===== src/sv/bimt_pkg.sv =====
// Shared constants, types and register codes for the beat interval median tempo block.
package bimt_pkg;

    localparam int RING_DEPTH      = 8;
    localparam int IDX_W           = $clog2(RING_DEPTH);
    localparam int CNT_W           = $clog2(RING_DEPTH + 1);

    localparam int TIME_W          = 32;
    localparam int IVL_W           = 16;
    localparam int CFG_W           = 16;
    localparam int CFG_IDX_W       = 1;
    localparam int COUNT_OUT_W     = 4;
    localparam int TEMPO_W         = 19;

    localparam int TEMPO_NUMERATOR = 15360000;    // 60000 * 256
    localparam int NUM_W           = $clog2(TEMPO_NUMERATOR + 1);
    localparam int DIV_CNT_W       = $clog2(NUM_W + 1);

    localparam logic [CFG_W-1:0] MIN_INTERVAL_RESET = CFG_W'(300);
    localparam logic [CFG_W-1:0] MAX_INTERVAL_RESET = CFG_W'(1200);
    localparam logic [IVL_W-1:0] MEDIAN_FLOOR_MS    = IVL_W'(50);
    localparam logic [CNT_W-1:0] MIN_FOR_TEMPO      = CNT_W'(3);

    typedef enum logic [CFG_IDX_W-1:0] {
        CFG_MIN_INTERVAL = 1'b0,
        CFG_MAX_INTERVAL = 1'b1
    } t_cfg_idx;

    typedef enum logic [2:0] {
        S_IDLE,
        S_START,
        S_CAPT,
        S_SCAN,
        S_MED,
        S_DIV,
        S_OUT
    } t_state;

endpackage


===== src/sv/beat_interval_median_tempo_core.sv =====
// Median inter-beat interval tempo estimator: ring store, rank-count median and serial divider.
//
//  Channel   Direction  Handshake            Payload
//  beat in   input      i_valid / o_stall    i_beat_time_ms[31:0]
//  result    output     o_valid / i_stall    o_interval_accepted, o_interval_ms,
//                                            o_stored_count, o_tempo_valid, o_tempo_bpm_q8
//  config    input      i_cfg_we             i_cfg_index, i_cfg_data[15:0]
//
//  A beat that does not refresh the tempo goes from acceptance to the output state. A
//  tempo refresh ranks up to n candidates from the n stored intervals, comparing each
//  with every stored interval, then takes the median, divides when it is above 50 ms
//  and outputs; its length is set by the single comparator and the one-bit-a-cycle
//  divider. o_stall is high from acceptance until the result is loaded into the output
//  register. Reset (synchronous, active low) clears the previous beat time, ring
//  pointers and tempo; ring entries are never read unfilled.
module beat_interval_median_tempo_core (
    input  logic                                i_clk,
    input  logic                                i_rst_n,
    // beat input
    input  logic                                i_valid,
    output logic                                o_stall,
    input  logic [bimt_pkg::TIME_W-1:0]         i_beat_time_ms,
    // result output
    output logic                                o_valid,
    input  logic                                i_stall,
    output logic                                o_interval_accepted,
    output logic [bimt_pkg::TIME_W-1:0]         o_interval_ms,
    output logic [bimt_pkg::COUNT_OUT_W-1:0]    o_stored_count,
    output logic                                o_tempo_valid,
    output logic [bimt_pkg::TEMPO_W-1:0]        o_tempo_bpm_q8,
    // configuration
    input  logic                                i_cfg_we,
    input  logic [bimt_pkg::CFG_IDX_W-1:0]      i_cfg_index,
    input  logic [bimt_pkg::CFG_W-1:0]          i_cfg_data
);
    import bimt_pkg::*;

    // control and configuration
    t_state                 r_state, n_state;
    logic [CFG_W-1:0]       r_min, r_max;
    logic [TIME_W-1:0]      r_last;
    logic [IDX_W-1:0]       r_widx;
    logic [CNT_W-1:0]       r_fill;
    logic [TEMPO_W-1:0]     r_tempo;

    // result waiting for the output register
    logic                   r_res_acc;
    logic [TIME_W-1:0]      r_res_int;

    // interval ring, one write and one registered read port
    logic [IVL_W-1:0]       r_ring [RING_DEPTH];
    logic [IVL_W-1:0]       r_rd_data;
    logic [IDX_W-1:0]       rd_addr;
    logic                   ring_we;

    // rank-count median search
    logic [IDX_W-1:0]       r_i;
    logic [CNT_W-1:0]       r_j;
    logic [IVL_W-1:0]       r_cand;
    logic [CNT_W-1:0]       r_less, r_eq;
    logic [IVL_W-1:0]       r_lo, r_hi;
    logic                   r_lo_ok, r_hi_ok;

    // serial divider
    logic [IVL_W-1:0]       r_div;
    logic [IVL_W-1:0]       r_rem;
    logic [NUM_W-1:0]       r_quo;
    logic [DIV_CNT_W-1:0]   r_dcnt;

    // output register
    logic                   r_o_valid;
    logic                   r_o_acc;
    logic [TIME_W-1:0]      r_o_int;
    logic [COUNT_OUT_W-1:0] r_o_cnt;
    logic                   r_o_tv;
    logic [TEMPO_W-1:0]     r_o_tempo;

    // combinational
    logic                   in_acc, out_free;
    logic [TIME_W-1:0]      interval;
    logic                   in_bounds;
    logic [CNT_W-1:0]       fill_nx;
    logic                   d_lt, d_eq;
    logic [CNT_W-1:0]       less_nx, eq_nx, k_lo, k_hi;
    logic                   lo_hit, hi_hit, last_scan, last_cand, rank_done;
    logic [IVL_W:0]         mid_sum;
    logic [IVL_W-1:0]       med;
    logic [IVL_W:0]         trial;
    logic                   trial_ge;
    logic [IVL_W-1:0]       rem_nx;

    // ---------------------------------------------------------------
    // Beat acceptance: interval is taken modulo 2^32; a zero previous
    // time means there is nothing to measure.
    // ---------------------------------------------------------------
    assign in_acc    = i_valid && (r_state == S_IDLE);
    assign out_free  = !r_o_valid || !i_stall;
    assign interval  = i_beat_time_ms - r_last;
    assign in_bounds = (interval >= TIME_W'(r_min)) && (interval <= TIME_W'(r_max));
    assign ring_we   = in_acc && (r_last != '0) && in_bounds;
    assign fill_nx   = (r_fill < CNT_W'(RING_DEPTH)) ? r_fill + CNT_W'(1) : r_fill;

    // ---------------------------------------------------------------
    // Rank counting: every filled entry is compared against the
    // current candidate; its sorted positions are [less, less+eq-1].
    // The lower and upper middle positions pick the median pair.
    // ---------------------------------------------------------------
    assign d_lt      = r_rd_data < r_cand;
    assign d_eq      = r_rd_data == r_cand;
    assign less_nx   = r_less + CNT_W'(d_lt);
    assign eq_nx     = r_eq + CNT_W'(d_eq);
    assign k_lo      = (r_fill - CNT_W'(1)) >> 1;
    assign k_hi      = r_fill >> 1;
    assign lo_hit    = (less_nx <= k_lo) && (k_lo < less_nx + eq_nx);
    assign hi_hit    = (less_nx <= k_hi) && (k_hi < less_nx + eq_nx);
    assign last_scan = (r_j == r_fill);
    assign last_cand = (r_i == IDX_W'(r_fill - CNT_W'(1)));
    assign rank_done = last_scan
                       && (((r_lo_ok || lo_hit) && (r_hi_ok || hi_hit)) || last_cand);

    // floored mean of the middle pair (equal for an odd count)
    assign mid_sum   = {1'b0, r_lo} + {1'b0, r_hi};
    assign med       = mid_sum[IVL_W:1];

    // restoring divide step, one quotient bit a cycle
    assign trial     = {r_rem, r_quo[NUM_W-1]};
    assign trial_ge  = trial >= {1'b0, r_div};
    assign rem_nx    = trial_ge ? IVL_W'(trial - {1'b0, r_div}) : IVL_W'(trial);

    // ---------------------------------------------------------------
    // Sequencer: next state
    // ---------------------------------------------------------------
    always_comb begin
        n_state = r_state;
        case (r_state)
            S_IDLE: begin
                if (in_acc) begin
                    if (ring_we && (fill_nx >= MIN_FOR_TEMPO)) begin
                        n_state = S_START;
                    end else begin
                        n_state = S_OUT;
                    end
                end
            end
            S_START: n_state = S_CAPT;
            S_CAPT:  n_state = S_SCAN;
            S_SCAN: begin
                if (last_scan) begin
                    n_state = rank_done ? S_MED : S_CAPT;
                end
            end
            S_MED:   n_state = (med > MEDIAN_FLOOR_MS) ? S_DIV : S_OUT;
            S_DIV: begin
                if (r_dcnt == DIV_CNT_W'(1)) begin
                    n_state = S_OUT;
                end
            end
            S_OUT: begin
                if (out_free) begin
                    n_state = S_IDLE;
                end
            end
            default: n_state = S_IDLE;
        endcase
    end

    // ---------------------------------------------------------------
    // Sequencer: outputs (stall and ring read address)
    // ---------------------------------------------------------------
    always_comb begin
        o_stall = 1'b1;
        rd_addr = '0;
        case (r_state)
            S_IDLE:  o_stall = 1'b0;
            S_START: rd_addr = r_i;
            S_CAPT:  rd_addr = '0;
            S_SCAN:  rd_addr = last_scan ? r_i + IDX_W'(1) : IDX_W'(r_j);
            default: rd_addr = '0;
        endcase
    end

    // ring memory
    always_ff @(posedge i_clk) begin
        if (ring_we) begin
            r_ring[r_widx] <= interval[IVL_W-1:0];
        end
        r_rd_data <= r_ring[rd_addr];
    end

    // configuration registers, written whenever enabled
    always_ff @(posedge i_clk) begin
        if (!i_rst_n) begin
            r_min <= MIN_INTERVAL_RESET;
            r_max <= MAX_INTERVAL_RESET;
        end else if (i_cfg_we) begin
            case (t_cfg_idx'(i_cfg_index))
                CFG_MIN_INTERVAL: r_min <= i_cfg_data;
                CFG_MAX_INTERVAL: r_max <= i_cfg_data;
                default: ;
            endcase
        end
    end

    // control state
    always_ff @(posedge i_clk) begin
        if (!i_rst_n) begin
            r_state   <= S_IDLE;
            r_last    <= '0;
            r_widx    <= '0;
            r_fill    <= '0;
            r_tempo   <= '0;
            r_o_valid <= 1'b0;
        end else begin
            r_state <= n_state;
            if (in_acc) begin
                r_last <= i_beat_time_ms;
            end
            if (ring_we) begin
                r_widx <= (r_widx == IDX_W'(RING_DEPTH - 1)) ? '0 : r_widx + IDX_W'(1);
                r_fill <= fill_nx;
            end
            if (r_state == S_DIV && r_dcnt == DIV_CNT_W'(1)) begin
                r_tempo <= TEMPO_W'({r_quo[NUM_W-2:0], trial_ge});
            end
            if (r_state == S_OUT && out_free) begin
                r_o_valid <= 1'b1;
            end else if (!i_stall) begin
                r_o_valid <= 1'b0;
            end
        end
    end

    // datapath registers
    always_ff @(posedge i_clk) begin
        case (r_state)
            S_IDLE: begin
                r_res_acc <= ring_we;
                r_res_int <= (r_last != '0) ? interval : '0;
                r_i       <= '0;
                r_lo_ok   <= 1'b0;
                r_hi_ok   <= 1'b0;
            end
            S_CAPT: begin
                r_cand <= r_rd_data;
                r_j    <= CNT_W'(1);
                r_less <= '0;
                r_eq   <= '0;
            end
            S_SCAN: begin
                r_less <= less_nx;
                r_eq   <= eq_nx;
                if (!last_scan) begin
                    r_j <= r_j + CNT_W'(1);
                end else begin
                    r_i <= r_i + IDX_W'(1);
                    if (lo_hit && !r_lo_ok) begin
                        r_lo    <= r_cand;
                        r_lo_ok <= 1'b1;
                    end
                    if (hi_hit && !r_hi_ok) begin
                        r_hi    <= r_cand;
                        r_hi_ok <= 1'b1;
                    end
                end
            end
            S_MED: begin
                r_div  <= med;
                r_rem  <= '0;
                r_quo  <= NUM_W'(TEMPO_NUMERATOR);
                r_dcnt <= DIV_CNT_W'(NUM_W);
            end
            S_DIV: begin
                r_rem  <= rem_nx;
                r_quo  <= {r_quo[NUM_W-2:0], trial_ge};
                r_dcnt <= r_dcnt - DIV_CNT_W'(1);
            end
            S_OUT: begin
                if (out_free) begin
                    r_o_acc   <= r_res_acc;
                    r_o_int   <= r_res_int;
                    r_o_cnt   <= COUNT_OUT_W'(r_fill);
                    r_o_tv    <= (r_tempo != '0);
                    r_o_tempo <= r_tempo;
                end
            end
            default: ;
        endcase
    end

    assign o_valid             = r_o_valid;
    assign o_interval_accepted = r_o_acc;
    assign o_interval_ms       = r_o_int;
    assign o_stored_count      = r_o_cnt;
    assign o_tempo_valid       = r_o_tv;
    assign o_tempo_bpm_q8      = r_o_tempo;

endmodule


===== config.mk =====
export PLATFORM = sky130hd
export DESIGN_NAME = beat_interval_median_tempo_core
export DESIGN_NICKNAME = d
export VERILOG_FILES = /design/src/sv/bimt_pkg.sv /design/src/sv/beat_interval_median_tempo_core.sv
export SDC_FILE = /design/constraint.sdc
export NUM_CORES = 1
export LEC_CHECK = 0
export ABC_AREA = 1
export BUFFER_PORTS_ARGS = -buffer_cell sky130_fd_sc_hd__buf_2
export CAP_MARGIN = 20
export CORE_UTILIZATION = 30
export CTS_CLUSTER_SIZE = 30
export DETAILED_ROUTE_END_ITERATION = 7
export SLEW_MARGIN = 30
export SYNTH_ARGS = -nofsm -noshare
export SYNTH_HDL_FRONTEND = slang
export SYNTH_SLANG_ARGS = --single-unit
export TNS_END_PERCENT = 30

===== constraint.sdc =====
create_clock -name i_clk -period 10.65 [get_ports i_clk]
set_clock_uncertainty 0.15 [all_clocks]
set_input_delay 0.5325 -clock i_clk [delete_from_list [all_inputs] [get_ports i_clk]]
set_output_delay 0.5325 -clock i_clk [all_outputs]
set_load 0.03 [all_outputs]

==> results.cfg, run 1 <==
[die]
die_w_um = 274
dieHeight_um = 274
start_util = 0.304
io_pins = 113
rows = 99
coreArea_um2 = 73100
die_area_um2 = 75100

[routing]
wl_per_cell_um = 15.0
firstDrtPassIters = 7
vias_per_cell = 4.55
wirelength_um = 51400
drc_errors = 14
num_vias = 15700
drt-initial-drc-count = 912
ant_nets = 0

[power]
switchingPower_uw = 2370
vdd_drop_max_v = 0.000143
p_int_uw = 4120
clock_power_share = 0.255
seqPwrFrac = 0.396
netSwitchingFraction = 0.366
p_leak_uw = 0.0108
comb_power_share = 0.350
total_power_uw = 6490
power-per-cell-area_nw_per_um2 = 255

[clock_network]
ctsResizeCount = 0
clockRootBuffer = clkbuf_16
cts_max_level = 2
post_cts_buffers = 0
clk_pin_slew_ns = 0.06
cts_tree = yes
cts_sinks = 454
max-clock-path-buffers = 3
numCtsBuffers = 46
cts_hold_buf = 0
clock_latency_ns = 0.59

[worst_hold_path]
worstHoldPathType = in -> reg
hp-start = i_cfg_data[5]

[sta]
final.setup.worst_slack_ns = 5.75
worst_pin_slew_ns = 0.974
relSlewSlack = 0.349
fin_crit_sh = 0.460
rsz0062_at_grt = false
finalSetupViolations = 0
hold_viol_final = 0
max_freq_ghz = 0.204
slew_viol_final = 0
min_period_ns = 4.90
setup_tns_ns = 0

[yosys]
synth_top_cell_area_share = 0.466
avgSynthCellArea_um2 = 9.60
synthArstFlopShare = 0
yosys-top-cells-area = edfxtp_1 (47%), dfxtp_1 (9.9%), ha_1 (7.6%)
synth_edf_count = 344
syn-num-nets = 2504
ys_warn_count = 0
synth.largest_area_cell = edfxtp_1
syn_area_um2 = 22200
ys_seq_area_frac = 0.565
synth_seq_cells = 454
synth.distinct_cells = 51
syn_inst = 2311
synth_flop_cell = edfxtp_1

[grt]
grt_max_degree = 75
grt_usage = 0.135
grt_pass1_vias = 15000
grt_pass1_wl_um = 80900
antenna_found_initial = 3
overflow = 0

[critical_path]
cp-start-kind = flop
cp_common_cell = nand2_1
arrival_ns = 4.94
r2r_start = r_last[0]
crit_path_start = r_last[0]
endpoint_kind = flop
crit_fanout = 16
worst_path_largest_cell_delay_ns = 0.61
critPathKind = reg -> reg
slowest_stage = nor2_2
path_cells = ha_1 > inv_1 > fa_1 > nand3_1 > nand3_2 > nand2_1 > nand2_1 > nand3_1 > nand2_1 > xor2_1 > ha_1 > nand4_1 > nor2_1 > and3_1 > a21oi_1 > nor3_1 > nand4_1 > nor2_1 > and3_1 > nand2_1 > nor2_2
crit_required_ns = 10.69

[place]
port_buffers = 112
pre_cts_slack_ns = 5.38
dp.cells = 3354
gp_congestion = 0.875
dp_hpwl_um = 36300

[layout]
instances_no_fill = 3439
syn_to_final_growth_pct = 14.7
final_layout_size_suffix_gt1_frac = 0.108
num-nets-final = 2636
antenna_cells = 0

[status]
violations = DRC
status = complete, but fails checks

[run]
maxCapViolCount = 0
==> final cells by class <==
class	count	area, um2
clock buffers	64	1250
clock inverters	21	289
fillers	7513	47600
inverters	366	1380
multi-input cells	1436	8050
flip-flops and latches	454	12500
well taps	959	1200
repair buffers	139	763
==> kinds of logic after synthesis <==
kind of cell | Yosys count | share of synthesized area
and+or+nand+nor | 829 | 0.153
DFF | 454 | 0.565
buffers and inverters | 421 | 0.0739
AOI/OAI and AO/OA | 401 | 0.0999
adders and majority gates | 139 | 0.0797
xor gates and xnor gates | 51 | 0.0201
muxes | 16 | 0.00812
==> metal layers <==
layer | up-vias | routed length (um) | global-route usage
li1 | 8006 | - | -
met1 | 7272 | 24700 | 0.185
met2 | 288 | 23700 | 0.222
met3 | 79 | 2080 | 0.0222
met4 | 6 | 928 | 0.0295
met5 | - | 38 | 0
==> stage by stage <==
step | cell area [um2] | utilization | hold WS (ns)
2_1_floorplan | 22200 | - | 0.250
3_3_place_gp | 23900 | 0.327 | 0.252
3_5_place_dp | 23900 | 0.327 | 0.255
4_1_cts | 25500 | 0.348 | 0.0248
5_1_grt | 25500 | 0.348 | 0.0368
6_report | 25500 | 0.348 | 0.0454
==> cell usage after synthesis (3+ instances only) <==
cell,instances
a21oi_1,148
ha_1,135
buf_4,6
o211ai_1,9
nand2_2,5
o21ai_0,148
buf_1,4
nand4_1,16
inv_1,355
nand3_1,62
nor4_1,11
inv_2,9
nor2_1,272
o22ai_1,32
fa_1,4
xnor2_1,17
nor2_2,3
a211oi_1,21
dfxtp_1,110
xor2_1,34
o21bai_1,6
or2_2,12
a21o_1,8
nor2_4,3
edfxtp_1,344
nor3_1,15
buf_2,17
nand2_1,414
o21ai_1,15
mux2_2,16
clkbuf_1,26
nand3b_1,9
==> worst max-delay path, delay by kind of cell, from the launching register on <==
kind,cells,cell delay (ns)
simple gates,15,2.42
fa+ha+maj,3,0.84
xor+xnor,1,0.60
flops,1,0.35
buf+inv,1,0.07
compound gates,1,0.07
==> state kept, by name (all words and copies together), names as in the netlist, 19 cells and up <==
name            cells
o_interval_ms      32
o_tempo_bpm_q8     19
r_last             32
r_quo              24
r_res_int          32
r_ring            128
r_tempo            19
==> power groups by stage <==
stage | Sequential (uW) | Clock (uW) | Combinational (uW)
after floorplan | 2610 | 0 | 1550
after global placement | 2590 | 0 | 2250
after detailed placement | 2600 | 0 | 2270
after CTS | 2570 | 1690 | 2290
after global routing | 2600 | 1760 | 2590
final | 2570 | 1650 | 2270
==> placed cells by master, fill, tap and decap left out, drive strengths merged, types with 6 or more instances in the layout <==
cell,netlist,routed
nand3,63,63
xnor2,17,17
nor2,278,278
o21bai,6,6
nand2,419,419
nor4,11,11
or2,14,14
a211oi,21,21
o211ai,10,10
o21ai,163,163
inv,364,366
ha,135,135
nand3b,9,9
buf,29,139
xor2,34,34
clkinv,2,12
a21o,8,8
o22ai,32,32
edfxtp,344,344
a21oi,148,148
mux2,16,16
nor3,15,15
clkbuf,26,64
dfxtp,110,110
nand4,16,16
==> final timing paths <==
path                                           to  cells after the start  slack [ns]
worst max-delay path                r_ring[0][15]                     21        5.75
worst min-delay path                     r_max[5]                      3        0.05
worst min register to register  o_interval_ms[10]                      0        0.27
worst max register to register      r_ring[0][15]                     21        5.75
Note: power is estimated with default switching activity, not from simulation.
==> run 2, diff against run 1 <==
- ABC_AREA: 1 -> 0
- clock period: 10.65 -> 4.3 ns (I/O delays scaled with it)
==> run 2 against run 1 <==
Core utilization is 3.4 points higher. Critical path depth is 5 higher. Wire length grew 2.4%. Worst setup slack lost 6.4 ns. The flow finishes with violations (setup timing). Flip-flop and latch count did not move. Global-route usage rose by 0.51 points. Maximum frequency decreased by 1.4%. First-iteration DRC count shrank 4.7%. Sequential power up 140%. Largest power group unchanged. Area after synthesis shrank 1.4%.
==> results.cfg, run 2 <==
[grt]
grt_pass1_vias = 15700
overflow = 0
top_usage_layer = met2
globalRouteMet2Util = 0.245
grt_max_degree = 65
grt_usage = 0.140
grt_util_met1 = 0.182
antenna_found_initial = 0
grt_util_met3 = 0.0190
grt_pass1_wl_um = 83900

[power]
power-per-cell-area_nw_per_um2 = 579
clock_power_share = 0.254
netSwitchingFraction = 0.340
p_int_uw = 10500
switchingPower_uw = 5410
comb_power_share = 0.357
seqPwrFrac = 0.390
vdd_drop_max_v = 0.000384
p_leak_uw = 0.0107

[routing]
ant_nets = 0
num_vias = 15800
wirelength_um = 52600
drc_errors = 0
vias_per_cell = 4.77
firstDrtPassIters = 5
wl_per_cell_um = 15.9
drt-initial-drc-count = 869

[yosys]
synth_flop_cell = edfxtp_1
synth_compound_area_frac = 0.113
synth_top_cell_area_share = 0.472
ys_warn_count = 0
synth_mux_area_frac = 0.0101
syn_area_um2 = 21900
synth_top_family_by_area = simple AND/OR/NAND/NOR gates
synth.largest_area_cell = edfxtp_1
yosysMostFrequentCell = nand2_1
synth_edf_count = 344
synth.distinct_cells = 84
synthAdderAreaFrac = 0.0809
syn-num-nets = 2215
synthSimpleGateAreaFrac = 0.159
yosys-top-cells-area = edfxtp_1 (47%), dfxtp_1 (10%), ha_1 (7.7%)
syn_inst = 2022
ys_seq_area_frac = 0.573
synth_top_cells_by_count = nand2_1 (384), edfxtp_1 (344), a21oi_1 (146)
avgSynthCellArea_um2 = 10.8
synth_seq_cells = 454
synthArstFlopShare = 0
synth_xor_area_frac = 0.0264

[sta]
min_period_ns = 4.97
worst_pin_slew_ns = 0.879
final.setup.worst_slack_ns = -0.666
fin_crit_sh = 1.15
slew_viol_final = 0
max_freq_ghz = 0.201
finalSetupViolations = 173
rsz0062_at_grt = true
relSlewSlack = 0.413
hold_viol_final = 0

[place]
gp_congestion = 0.856
dp_hpwl_um = 37200
port_buffers = 112
place_area_um2 = 25000

[worst_hold_path]
worstHoldPathType = in -> reg

[die]
dieHeight_um = 272
rows = 98
die_area_um2 = 74000
die_w_um = 272
coreArea_um2 = 71900
io_pins = 113
start_util = 0.304

[critical_path]
worst_path_largest_cell_delay_ns = 0.41
r2r-end = r_state[2]
cp_common_cell = a21o_1
cp_num_buf_inv = 1
crit_path_end = r_state[2]
arrival_ns = 5.31
crit_path_start = r_cand[2]
reg2reg_slack_ns = -0.67
slowest_stage = edfxtp_1
crit_fanout = 2
cp_num_cells = 26
cpLargestDelayFamily = compound AO/OA/AOI/OAI gates
cp-start-kind = flop
crit_required_ns = 4.65
r2r_start = r_cand[2]
ff2ff_path_depth = 26
critPathKind = reg -> reg
endpoint_kind = flop

[clock_network]
max-clock-path-buffers = 3
clk_pin_slew_ns = 0.06
clockRootBuffer = clkbuf_16
cts_max_level = 2
numCtsBuffers = 45
cts_sinks = 454
cts_tree = yes
clock_latency_ns = 0.59

[layout]
finalInstanceArea_um2 = 27400
num-nets-final = 2527
post-route-util = 0.382
largest_reg_flops = 128
antenna_cells = 0
final_cell_mix = nand2_1 (381), edfxtp_1 (344), buf_4 (160)
layout_commonest_cell = nand2_1
top_register = r_ring
syn_to_final_growth_pct = 25.5
final_layout_size_suffix_gt1_frac = 0.199

[status]
violations = setup timing
status = complete, but fails checks

[run]
maxCapViolCount = 0
run 2: cell types whose count changed after synthesis, moves of 21 or more:
cell | before | now
o21ai_0 | 148 | 66
nand2b_1 | 0 | 21
o22ai_1 | 32 | 3
o211ai_1 | 9 | 37
mux2i_1 | 0 | 21
inv_1 | 355 | 131
and3_1 | 2 | 37
a21o_1 | 8 | 40
xnor2_1 | 17 | 38
clkbuf_1 | 26 | 66
nand2_1 | 414 | 384
nor2_1 | 272 | 78
nor2b_1 | 0 | 26
run 2: area by class of cell:
cell class,instances,area [um2]
flip-flops and latches,454,12500
multi-input cells,1354,9000
fillers,6986,44400
clock buffers,59,1270
repair buffers,346,2680
well taps,950,1190
inverters,133,499
clock inverters,24,270
run 2: how the worst min path moves through the flow:
stage / start / end / cells after the start
floorplan: i_beat_time_ms[1] / r_last[1] / 2
global placement: r_res_int[17] / o_interval_ms[17] / 0
detailed placement: r_res_int[21] / o_interval_ms[21] / 0
CTS: i_rst_n / r_max[10] / 2
global route: i_rst_n / r_max[5] / 2
finish: i_rst_n / r_min[8] / 2
run 2: what timing repair did:
action	in CTS	in global routing
resized for setup	30	12
cloned	1	1
hold buffers	52	0
setup endpoints to repair	173	173
endpoints found under the hold margin	66	0
pin swaps	42	19
setup buffers	9	6
run 2: stage by stage:
step	setup slack (ns)	cells	TNS [ns]	hold WS (ns)	power [uW]
after floorplan	-0.739	2022	-98.11	0.193	9610
after global placement	-0.997	3168	-134.56	0.253	11500
after detailed placement	-1.04	3168	-137.62	0.255	11600
after CTS	-0.741	3313	-99.64	0.00809	15900
after global routing	-0.882	3320	-134.77	0.0340	16800
final	-0.666	3320	-90.98	0.0443	15900
run 2: metal layers:
metal  share of wire  vias to the layer above
met5               0                        -
met4           0.020                        0
met3           0.037                       70
met2            0.49                      296
met1            0.45                     7572
li1                -                     7889
run 2: worst register-to-register path: stages, from the launching register on:
cell and delay, ns:
edfxtp_1 0.41, inv_2 0.08, ha_4 0.19, a21o_1 0.16
a21oi_2 0.10, o21ai_1 0.07, a21o_1 0.15, a21o_1 0.15
a21o_1 0.16, a21oi_2 0.17, o21ai_2 0.07, a21o_1 0.19
a21oi_2 0.19, ha_4 0.17, ha_4 0.12, xor2_1 0.21
ha_1 0.33, xnor2_2 0.25, ha_1 0.27, a21o_1 0.18
a221o_1 0.34, nor2b_1 0.15, o32ai_2 0.12, nand4_1 0.15
o21ai_1 0.16, a21boi_1 0.08, o22ai_1 0.14
run 2: power by group through the flow:
stage	Clock, uW	Sequential [uW]	Combinational (uW)
6_report	4030	6190	5670
5_1_grt	4300	6260	6260
4_1_cts	4120	6200	5600
3_5_place_dp	0	6280	5360
3_3_place_gp	0	6250	5220
2_1_floorplan	0	6350	3260
run 2: kinds of logic (layout without fill, tap and decap cells):
family,count (synthesis),after routing
and+or+nand+nor,740,740
DFF,454,454
AOI/OAI and AO/OA,387,387
buffers and inverters,214,562
adders and majority gates,139,139
xor gates and xnor gates,66,66
muxes,22,22
